<file path="src/hdl/ptsp_pkg.sv">
// ----------------------------------------------------------------------------
// ptsp_pkg
// shared types and codes for the paletted texture stream parser
// ----------------------------------------------------------------------------
package ptsp_pkg;

  // result kind codes
  localparam logic [1:0] KIND_COLOR = 2'd0;
  localparam logic [1:0] KIND_SIZE  = 2'd1;
  localparam logic [1:0] KIND_PIXEL = 2'd2;

  // parser phase, one-hot
  typedef enum logic [4:0] {
    PH_HEADER  = 5'b00001,
    PH_PALETTE = 5'b00010,
    PH_WIDTH   = 5'b00100,
    PH_HEIGHT  = 5'b01000,
    PH_PIXELS  = 5'b10000
  } phase_t;

  // byte handed from the input register to the parser core
  typedef struct packed {
    logic       fire;
    logic [7:0] data_byte;
  } step_t;

  // one result transaction
  typedef struct packed {
    logic [1:0]  kind;
    logic [31:0] color;
    logic [7:0]  pixel_index;
    logic [8:0]  image_width;
    logic [8:0]  image_height;
    logic        has_alpha;
    logic        last;
  } res_t;

endpackage

</file>
<file path="src/hdl/paletted_texture_stream_parser.sv">
// a byte waits in the input register, and its result is loaded into the result register that drives the outputs
// one byte per cycle while the result register can load, results drain at one per cycle
// bytes that give no result (header, width, partial entries) still load the result register, leaving it empty
// the pace is set by the input register feeding the result register directly
// reset: rst_n synchronous active low, parser returns to header byte zero
// ----------------------------------------------------------------------------
// paletted_texture_stream_parser
// byte-serial parser emitting palette colors, image size and pixel indices
// ----------------------------------------------------------------------------
module paletted_texture_stream_parser (
  input  logic        clk,
  input  logic        rst_n,
  input  logic        in_valid,
  output logic        in_ready,
  input  logic [7:0]  in_data_byte,
  output logic        out_valid,
  input  logic        out_ready,
  output logic [1:0]  out_kind,
  output logic [31:0] out_color,
  output logic [7:0]  out_pixel_index,
  output logic [8:0]  out_image_width,
  output logic [8:0]  out_image_height,
  output logic        out_has_alpha,
  output logic        out_last
);
  import ptsp_pkg::*;

  // the input register advances whenever the result register has room
  logic  can_load;
  step_t step;
  logic  res_valid;
  res_t  res;
  res_t  out_res;

  ptsp_in_stage u_in_stage (
    .clk          (clk),
    .rst_n        (rst_n),
    .in_valid     (in_valid),
    .in_ready     (in_ready),
    .in_data_byte (in_data_byte),
    .advance      (can_load),
    .step         (step)
  );

  // state update and result assembly for the byte in the input register
  ptsp_core u_core (
    .clk       (clk),
    .rst_n     (rst_n),
    .step      (step),
    .res_valid (res_valid),
    .res       (res)
  );

  // result register, loaded on every consumed byte (empty when it has no result)
  ptsp_out_stage u_out_stage (
    .clk       (clk),
    .rst_n     (rst_n),
    .load      (step.fire),
    .res_valid (res_valid),
    .res       (res),
    .can_load  (can_load),
    .out_valid (out_valid),
    .out_ready (out_ready),
    .out_res   (out_res)
  );

  assign out_kind         = out_res.kind;
  assign out_color        = out_res.color;
  assign out_pixel_index  = out_res.pixel_index;
  assign out_image_width  = out_res.image_width;
  assign out_image_height = out_res.image_height;
  assign out_has_alpha    = out_res.has_alpha;
  assign out_last         = out_res.last;

endmodule

</file>
<file path="src/hdl/ptsp_in_stage.sv">
// ----------------------------------------------------------------------------
// ptsp_in_stage
// input register: holds one byte until the parser core can consume it
// ----------------------------------------------------------------------------
module ptsp_in_stage (
  input  logic            clk,
  input  logic            rst_n,
  input  logic            in_valid,
  output logic            in_ready,
  input  logic [7:0]      in_data_byte,
  input  logic            advance,
  output ptsp_pkg::step_t step
);
  import ptsp_pkg::*;

  logic       valid_r;
  logic [7:0] data_r;

  assign in_ready       = !valid_r || advance;
  assign step.fire      = valid_r && advance;
  assign step.data_byte = data_r;

  always_ff @(posedge clk) begin
    if (!rst_n) begin
      valid_r <= 1'b0;
    end else if (in_ready) begin
      valid_r <= in_valid;
    end
  end

  always_ff @(posedge clk) begin
    if (in_valid && in_ready) begin
      data_r <= in_data_byte;
    end
  end

endmodule

</file>
<file path="src/hdl/ptsp_core.sv">
// ----------------------------------------------------------------------------
// ptsp_core
// parser state and per-byte result assembly
// ----------------------------------------------------------------------------
module ptsp_core (
  input  logic            clk,
  input  logic            rst_n,
  input  ptsp_pkg::step_t step,
  output logic            res_valid,
  output ptsp_pkg::res_t  res
);
  import ptsp_pkg::*;

  phase_t      phase_r,         phase_nxt;
  logic [2:0]  byte_pos_r,      byte_pos_nxt;
  logic        alpha_mode_r,    alpha_mode_nxt;
  logic [7:0]  entries_left_r,  entries_left_nxt;
  logic [23:0] entry_bytes_r,   entry_bytes_nxt;
  logic        alpha_nonzero_r, alpha_nonzero_nxt;
  logic [8:0]  width_hold_r,    width_hold_nxt;
  logic [16:0] pixels_left_r,   pixels_left_nxt;

  logic [7:0]  b;
  logic [23:0] shifted;
  logic [8:0]  w;
  logic [8:0]  h;
  logic [17:0] area;
  logic [16:0] pix_dec;

  function automatic logic [8:0] size_of(input logic [7:0] v);
    return (v == 8'd0) ? 9'd256 : {1'b0, v};
  endfunction

  assign b       = step.data_byte;
  assign shifted = {entry_bytes_r[15:0], b};
  assign w       = (width_hold_r == 9'd0) ? 9'd256 : width_hold_r;
  assign h       = size_of(b);
  assign area    = {9'd0, w} * {9'd0, h};
  assign pix_dec = pixels_left_r - 17'd1;

  always_comb begin
    phase_nxt         = phase_r;
    byte_pos_nxt      = byte_pos_r;
    alpha_mode_nxt    = alpha_mode_r;
    entries_left_nxt  = entries_left_r;
    entry_bytes_nxt   = entry_bytes_r;
    alpha_nonzero_nxt = alpha_nonzero_r;
    width_hold_nxt    = width_hold_r;
    pixels_left_nxt   = pixels_left_r;
    res_valid         = 1'b0;
    res               = '0;

    unique case (phase_r)
      PH_HEADER: begin
        if (byte_pos_r == 3'd3) begin
          alpha_mode_nxt = (b == 8'd1);
          byte_pos_nxt   = 3'd4;
        end else if (byte_pos_r[2]) begin
          entries_left_nxt  = b;
          byte_pos_nxt      = 3'd0;
          entry_bytes_nxt   = '0;
          alpha_nonzero_nxt = 1'b0;
          phase_nxt         = (b == 8'd0) ? PH_WIDTH : PH_PALETTE;
        end else begin
          byte_pos_nxt = byte_pos_r + 3'd1;
        end
      end
      PH_PALETTE: begin
        if (alpha_mode_r && byte_pos_r == 3'd0) begin
          alpha_nonzero_nxt = (b != 8'd0);
          byte_pos_nxt      = 3'd1;
        end else if (byte_pos_r < (alpha_mode_r ? 3'd3 : 3'd2)) begin
          entry_bytes_nxt = shifted;
          byte_pos_nxt    = byte_pos_r + 3'd1;
        end else begin
          res_valid = 1'b1;
          res.kind  = KIND_COLOR;
          if (!alpha_mode_r) begin
            res.color = {8'd0, shifted};
          end else if (alpha_nonzero_r) begin
            res.color = {8'hFF, shifted};
          end
          // entry done
          byte_pos_nxt      = 3'd0;
          entry_bytes_nxt   = '0;
          alpha_nonzero_nxt = 1'b0;
          entries_left_nxt  = entries_left_r - 8'd1;
          if (entries_left_r == 8'd1) begin
            phase_nxt = PH_WIDTH;
          end
        end
      end
      PH_WIDTH: begin
        width_hold_nxt = h;
        phase_nxt      = PH_HEIGHT;
      end
      PH_HEIGHT: begin
        res_valid        = 1'b1;
        res.kind         = KIND_SIZE;
        res.image_width  = w;
        res.image_height = h;
        res.has_alpha    = alpha_mode_r;
        pixels_left_nxt  = area[16:0];
        phase_nxt        = PH_PIXELS;
        if (area[16:0] == 17'd0) begin
          phase_nxt         = PH_HEADER;
          byte_pos_nxt      = '0;
          alpha_mode_nxt    = 1'b0;
          entries_left_nxt  = '0;
          entry_bytes_nxt   = '0;
          alpha_nonzero_nxt = 1'b0;
          width_hold_nxt    = '0;
          pixels_left_nxt   = '0;
        end
      end
      PH_PIXELS: begin
        res_valid       = 1'b1;
        res.kind        = KIND_PIXEL;
        res.pixel_index = b;
        pixels_left_nxt = pix_dec;
        if (pix_dec == 17'd0) begin
          // end of image: rearm for the next file
          res.last          = 1'b1;
          phase_nxt         = PH_HEADER;
          byte_pos_nxt      = '0;
          alpha_mode_nxt    = 1'b0;
          entries_left_nxt  = '0;
          entry_bytes_nxt   = '0;
          alpha_nonzero_nxt = 1'b0;
          width_hold_nxt    = '0;
        end
      end
      default: begin
        phase_nxt         = PH_HEADER;
        byte_pos_nxt      = '0;
        alpha_mode_nxt    = 1'b0;
        entries_left_nxt  = '0;
        entry_bytes_nxt   = '0;
        alpha_nonzero_nxt = 1'b0;
        width_hold_nxt    = '0;
        pixels_left_nxt   = '0;
      end
    endcase
  end

  always_ff @(posedge clk) begin
    if (!rst_n) begin
      phase_r         <= PH_HEADER;
      byte_pos_r      <= '0;
      alpha_mode_r    <= 1'b0;
      entries_left_r  <= '0;
      entry_bytes_r   <= '0;
      alpha_nonzero_r <= 1'b0;
      width_hold_r    <= '0;
      pixels_left_r   <= '0;
    end else if (step.fire) begin
      phase_r         <= phase_nxt;
      byte_pos_r      <= byte_pos_nxt;
      alpha_mode_r    <= alpha_mode_nxt;
      entries_left_r  <= entries_left_nxt;
      entry_bytes_r   <= entry_bytes_nxt;
      alpha_nonzero_r <= alpha_nonzero_nxt;
      width_hold_r    <= width_hold_nxt;
      pixels_left_r   <= pixels_left_nxt;
    end
  end

`ifndef ASSERT_OFF
  // a pixel phase always has pixels still to come
  assert property (@(posedge clk) disable iff (!rst_n)
    phase_r == PH_PIXELS |-> pixels_left_r != 17'd0)
    else $error("pixel phase with no pixels left");

  // the last pixel rearms the parser at header byte zero
  assert property (@(posedge clk) disable iff (!rst_n)
    step.fire && res_valid && res.last |=>
      phase_r == PH_HEADER && byte_pos_r == 3'd0 && !alpha_mode_r)
    else $error("parser not rearmed after last pixel");

  // at the start of a palette entry without alpha, the entry count is nonzero or the entry bytes are clear
  assert property (@(posedge clk) disable iff (!rst_n)
    phase_r == PH_PALETTE && byte_pos_r == 3'd0 && !alpha_mode_r |->
      entries_left_r != 8'd0 || entry_bytes_r == 24'd0)
    else $error("palette entry assembly out of step");
`endif

endmodule

</file>
<file path="src/hdl/ptsp_out_stage.sv">
// ----------------------------------------------------------------------------
// ptsp_out_stage
// result register: holds one result transaction until it is taken
// ----------------------------------------------------------------------------
module ptsp_out_stage (
  input  logic           clk,
  input  logic           rst_n,
  input  logic           load,
  input  logic           res_valid,
  input  ptsp_pkg::res_t res,
  output logic           can_load,
  output logic           out_valid,
  input  logic           out_ready,
  output ptsp_pkg::res_t out_res
);
  import ptsp_pkg::*;

  logic valid_r;
  res_t res_r;

  assign can_load  = !valid_r || out_ready;
  assign out_valid = valid_r;
  assign out_res   = res_r;

  always_ff @(posedge clk) begin
    if (!rst_n) begin
      valid_r <= 1'b0;
    end else if (load) begin
      valid_r <= res_valid;
    end else if (out_ready) begin
      valid_r <= 1'b0;
    end
  end

  always_ff @(posedge clk) begin
    if (load && res_valid) begin
      res_r <= res;
    end
  end

endmodule
</file>
<file path="config.mk">
export PLATFORM = sky130hd
export DESIGN_NAME = paletted_texture_stream_parser
export DESIGN_NICKNAME = d
export VERILOG_FILES = /design/src/hdl/ptsp_pkg.sv /design/src/hdl/paletted_texture_stream_parser.sv /design/src/hdl/ptsp_in_stage.sv /design/src/hdl/ptsp_core.sv /design/src/hdl/ptsp_out_stage.sv
export SDC_FILE = /design/constraint.sdc
export NUM_CORES = 1
export LEC_CHECK = 0
export BUFFER_PORTS_ARGS = -buffer_cell sky130_fd_sc_hd__buf_4
export CELL_PAD_IN_SITES_DETAIL_PLACEMENT = 0
export CELL_PAD_IN_SITES_GLOBAL_PLACEMENT = 1
export CORE_MARGIN = 2
export CORE_UTILIZATION = 47
export DETAILED_ROUTE_END_ITERATION = 12
export GPL_TIMING_DRIVEN = 1
export PLACE_DENSITY_LB_ADDON = 0.1
export REMOVE_ABC_BUFFERS = 1
export SYNTH_ARGS = -nofsm -noshare
export SYNTH_HDL_FRONTEND = slang
export SYNTH_SLANG_ARGS = --single-unit
</file>
<file path="constraint.sdc">
create_clock -name clk -period 8.3 [get_ports clk]
set_input_delay 0.415 -clock clk [delete_from_list [all_inputs] [get_ports clk]]
set_output_delay 0.415 -clock clk [all_outputs]
set_load 0.1 [all_outputs]
</file>
* After elaboration in Yosys (flattened, before gate mapping) *
Index checks and enable logic that the tools add are counted.

storage, ports and cells
  word-level logic and storage cells = 134
  input bits = 12
  bits in registers = 132

operators by class
  magnitude comparators = 1
  multipliers = 1
  reduce and logical (&&, ||, !) cells = 29
  add/subtract/negate cells = 3
  muxes and demuxes = 58
  eq/ne operators = 17
  bitwise operators = 6

operators with widths
  kind                     number
  $mux W16                 6
  $mux W32                 3
  $pmux W16 S5             1
  $pmux W17 S3             1
  $mux W8                  6
  $pmux W8 S5              1
  $mux W9                  4
  $pmux W9 S4              1
  $mux W5                  7
  $logic_not A17 Y1        2
  $mux W34                 1
  $pmux W5 S5              1
  $mux W3                  7
  $reduce_and A7 Y1        3
  $mul A9 B9 Y17           1
  $mux W17                 1
  $sub A17 B1 Y17 const B  1
  $eq A8 B1 Y1 const B     2
  $pmux W3 S5              1
  $mux W1                  13
  $ne A2 B1 Y1 const B     5
  $logic_not A9 Y1         1
  $logic_not A8 Y1         1
  $reduce_and A4 Y1        2
  other kinds (28)         43

* Longest topological paths before layout *
  word-level depth = 6
  mapped depth = 25

* Modules after synthesis *
Synthesis repeated with hierarchy kept, for this count alone.

second synthesis, totals
  cell total of the unflattened synthesis = 950
  area, all modules = 8948.6 sq um

modules (own cells, without submodules)
  module          area each (sq um)  cells an instance  instances
  ptsp_core       6730.2             869                1
  ptsp_out_stage  1913.1             67                 1
  ptsp_in_stage   305.3              14                 1

* Worst setup path before layout *
Ideal clock, no wire load.

  path type = register to register
  from = register u_in_stage.data_r[4]
  to = register u_core.entry_bytes_r[10]
  stages on the path, launching flop included = 24
  buffers on the path = 3
  required time = 8.228 ns
  setup slack = 1.413 ns
  arrival time = 6.815 ns
  setup time = 0.072 ns
  cell sequence = edfxtp_1 -> or4_1 -> or4_4 -> nor2_1 -> clkbuf_1 -> nand2_1 -> fa_1 -> fa_1 -> inv_1 -> fa_1 -> inv_1 -> fa_1 -> inv_1 -> ha_1 -> a21oi_1 -> nand3_1 -> xor2_1 -> or4_1 -> nor4b_2 -> a31oi_4 -> nor4bb_1 -> buf_4 -> buf_6 -> mux2i_1

on the way
  cells in the longest elaborated chain, start to end = 6

ends and longest elaborated chain
  item                           line                 RTL
  start, declared                ptsp_in_stage.sv:17  logic [7:0] data_r;
  start signal, assigned         ptsp_in_stage.sv:33  data_r <= in_data_byte;
  $logic_not A8 Y1               ptsp_core.sv:31      return (v == 8'd0) ? 9'd256 : {1'b0, v};
  $mux W9 *                      ptsp_core.sv:31
  $mul A9 B9 Y17 *               ptsp_core.sv:38      assign area = {9'd0, w} * {9'd0, h};
  $logic_not A17 Y1 *            ptsp_core.sv:105     if (area[16:0] == 17'd0) begin
  $ne A2 B1 Y1 (no line) *       n/a
  $reduce_and A7 Y1 (no line) *  n/a
  end signal, assigned           ptsp_core.sv:161     entry_bytes_r <= entry_bytes_nxt;
  end, declared                  ptsp_core.sv:18      logic [23:0] entry_bytes_r, entry_bytes_nxt;

Mark *: on every way between the ends. The rest lies on a longest branch, timed or not.
A chain may end at the register's enable or synchronous reset.

* Worst setup path in the final report *
  from = register u_in_stage.data_r[7]
  to = register u_core.width_hold_r[4]

on the way
  cells in the longest elaborated chain, start to end = 6
  elaborated cells between the ends (all ways) = 7
  classes of those cells = 1 x mul; 1 x eq/ne; 2 x mux; 3 x reduce/logical

ends and longest elaborated chain
  item                         line              RTL
  $logic_not A8 Y1             ptsp_core.sv:31
  $mux W9 *                    ptsp_core.sv:31
  $mul A9 B9 Y17               ptsp_core.sv:38
  $logic_not A17 Y1            ptsp_core.sv:105
  $ne A2 B1 Y1 (no line)       n/a
  $reduce_and A4 Y1 (no line)  n/a
  end signal, assigned         ptsp_core.sv:163  width_hold_r <= width_hold_nxt;
  end, declared                ptsp_core.sv:20   logic [8:0] width_hold_r, width_hold_nxt;

Marked as above.

==> impl_metrics.env <==
export IMPL_num_vias=6555
export IMPL_ys_warnings_count=0
export IMPL_crit_type="register to register"
export IMPL_utilization=0.550
export IMPL_synthTopCellsByArea="edfxtp_1 (22%), dfxtp_1 (15%), fa_1 (12%)"
export IMPL_wl_per_cell_um=17.3
export IMPL_die_h_um=139
export IMPL_postCtsHoldBufs=0
export IMPL_synth_edff_count=63
export IMPL_hold_class="primary input to register"
export IMPL_clockBufferDepth=2
export IMPL_tightest_slew_ps=906
export IMPL_drive_above_1_share=0.144
export IMPL_synthAdderAreaFrac=0.180
export IMPL_synth_cell_types=68
export IMPL_fmax_mhz=135
export IMPL_antenna_found_initial=0
export IMPL_synthXorXnorAreaFrac=0.0225
export IMPL_whs_ps=169
export IMPL_crit_fanout=16
export IMPL_pin_count=76
export IMPL_routabilityCongestion=0.889
export IMPL_ys_flop_type="edfxtp_1"
export IMPL_finalSetupTns_ps=0
export IMPL_drv_cap=0
export IMPL_path_cells="buf_4, or4_1, or4_4, nor2_1, buf_4, nand2_1, fa_1, fa_1, inv_1, fa_1, inv_1, fa_1, inv_1, ha_1, a21oi_1, nand3_1, xor2_1, or4_1, nor4b_2, a31o_2, nand4_1, mux2i_1"
export IMPL_synth_async_reset_ratio=0
export IMPL_multiInputGateArea_sq_um=4830
export IMPL_syn_area_per_cell_sq_um=9.38
export IMPL_cp_buffers_inverters=5
export IMPL_vdd_drop_max_mv=0.138
export IMPL_synth_top_family_by_area="simple AND/OR/NAND/NOR gates"
export IMPL_hpwl_mm=15.1
export IMPL_netlist_area_sq_um=8510
export IMPL_cp_end_kind="register"
export IMPL_muxShareOfSynthArea=0.0447
export IMPL_arrival_ps=7740
export IMPL_wl_mm=20.8
export IMPL_grt_max_degree=85
export IMPL_netlist_instances=907
export IMPL_slowest_delay_ps=560
export IMPL_area_growth_pct=15.4
export IMPL_dieArea_sq_um=19200
export IMPL_critical_path_required_ps=8630
export IMPL_cp_slowest_cell="nand4_1"
export IMPL_gr_total_overflow=0
export IMPL_synth_compound_area_frac=0.0959
export IMPL_powerDensity_nw_per_um2=147
export IMPL_synth_simple_area_share=0.221
export IMPL_p_leak_nw=4.12
export IMPL_cts_resized=0
export IMPL_grt_pass1_wl_mm=34.6
export IMPL_period_needed_ps=7410
export IMPL_synth_seq_area_share=0.368
export IMPL_fill_cells=1574
export IMPL_start_util=0.477
export IMPL_seqCellArea_sq_um=3130
export IMPL_yosysTopAreaCell="edfxtp_1"
export IMPL_first_pass_iters=4
export IMPL_fin_nets=1065
export IMPL_port_buffers=75
export IMPL_skew_ps=8.65
export IMPL_vias_per_cell=5.45
export IMPL_drt_iter0_drc=354
export IMPL_clk_pin_slew_worst_paths_ps=60
export IMPL_finalHoldViolCount=0
export IMPL_cts_buffers=17
export IMPL_status="complete, no violations"
export IMPL_ant_nets=0
export IMPL_dieWidth_um=139
export IMPL_max_slew_margin=0.394
export IMPL_cpMostUsedCell="fa_1"
export IMPL_cts_root_buf="clkbuf_16"
export IMPL_core_sq_um=17800
export IMPL_cts_tree="yes"
export IMPL_synthTopCellsByCount="nand2_1 (137), and2_1 (94), inv_1 (85)"
export IMPL_grt_use_total=0.225
export IMPL_ys_seq_elements=125
export IMPL_finalSetupViolations=0
export IMPL_diodes=0
export IMPL_cts_sinks=125
export IMPL_cp_start_kind="register"
export IMPL_post_cts_buffers=0
export IMPL_rows=49
export IMPL_slew_viol_final=0
export IMPL_rsz0062_at_grt="false"
export IMPL_htreeDepth=4
export IMPL_worstSkewPairLatency_ps=420
export IMPL_post_route_period_util=0.893
export IMPL_yosysTopAreaCellShare=0.222
export IMPL_synth_most_common_cell="nand2_1"
export IMPL_first_global_vias=6683
export IMPL_critPathTopFamily="simple AND/OR/NAND/NOR gates"
export IMPL_route_detailed_drc=0
-- through the flow --
step                std cells  worst slack [ps]  total power [mW]  cell area, sq um
CTS                      1202               864              1.45              9820
finish                   1202               891              1.44              9820
global route             1202               414              1.49              9820
global placement         1170              1080             0.744              9250
detailed placement       1170               897             0.745              9250
floorplan                 851              -539             0.707              8250
-- state kept, by name, indices dropped and copies added, names as in the netlist, 3 cells and up --
signal / cells
u_core.entry_bytes_r: 16
u_core.pixels_left_r: 17
u_core.entries_left_r: 8
u_out_stage.out_res: 55
u_core.width_hold_r: 9
u_in_stage.data_r: 8
u_core.phase_r: 5
u_core.byte_pos_r: 3
-- layer usage --
metal,vias to the layer above,GRT usage,share of wire
li1,3151,-,-
met1,3162,0.303,0.45
met2,209,0.361,0.48
met3,33,0.0518,0.057
met4,0,0.0747,0.020
met5,-,0,0
-- final timing paths --
path	from	endpoint	slack, ps	cells past startpoint
worst min-delay path	in_data_byte[1]	u_in_stage.data_r[1]	170	1
worst max register to register	u_in_stage.data_r[7]	u_core.width_hold_r[4]	890	22
worst min register to register	u_core.entry_bytes_r[12]	u_core.entry_bytes_r[12]	460	2
worst max-delay path	u_in_stage.data_r[7]	u_core.width_hold_r[4]	890	22
-- cell families (layout without fill, tap and decap cells) --
family,after synthesis,in the layout
simple gates,367,367
fa+ha+maj,93,93
mux,38,38
flops,125,125
buf+inv,142,208
compound gates,121,121
xor+xnor,21,21
-- power breakdown --
group	switching, mW	leakage [nW]	internal, mW
combinational	0.0549	2.84	0.0270
sequential	0.00241	0.995	0.647
clock	0.311	0.280	0.398
total	0.368	4.12	1.07
-- placed cells by master (no fill, tap or decap), types with 5 or more instances in the layout --
cell,count
a21oi_1,28
dfxtp_1,62
nand2_1,137
o21ai_0,34
ha_1,44
nand3_1,23
inv_1,85
nor3_1,14
clkbuf_16,17
or3_1,6
xnor2_1,14
and2_1,94
fa_1,49
inv_6,7
edfxtp_1,63
nor2b_1,10
nor4_1,8
buf_4,90
xor2_1,6
nor2_1,33
o211ai_1,5
nand2b_1,9
mux2i_1,38
-- area by class of cell --
cell class,instances,area share
multi-input combinational,640,0.492
sequential,125,0.319
timing repair buffer,90,0.0688
clock buffer,17,0.0433
inverter,86,0.0329
tap,229,0.0292
clock inverter,15,0.0147
-- worst register-to-register path, delay by kind of cell (launching register included) --
family                   cells  cell delay, ps
AND/OR/NAND/NOR              8            2820
AO/OA/AOI/OAI                2             540
adder cells (fa/ha/maj)      5            2470
buffers and inverters        5             560
multiplexers                 1             350
flip-flops                   1             360
XOR/XNOR                     1             220
Note: power is estimated with default switching activity, not from simulation.
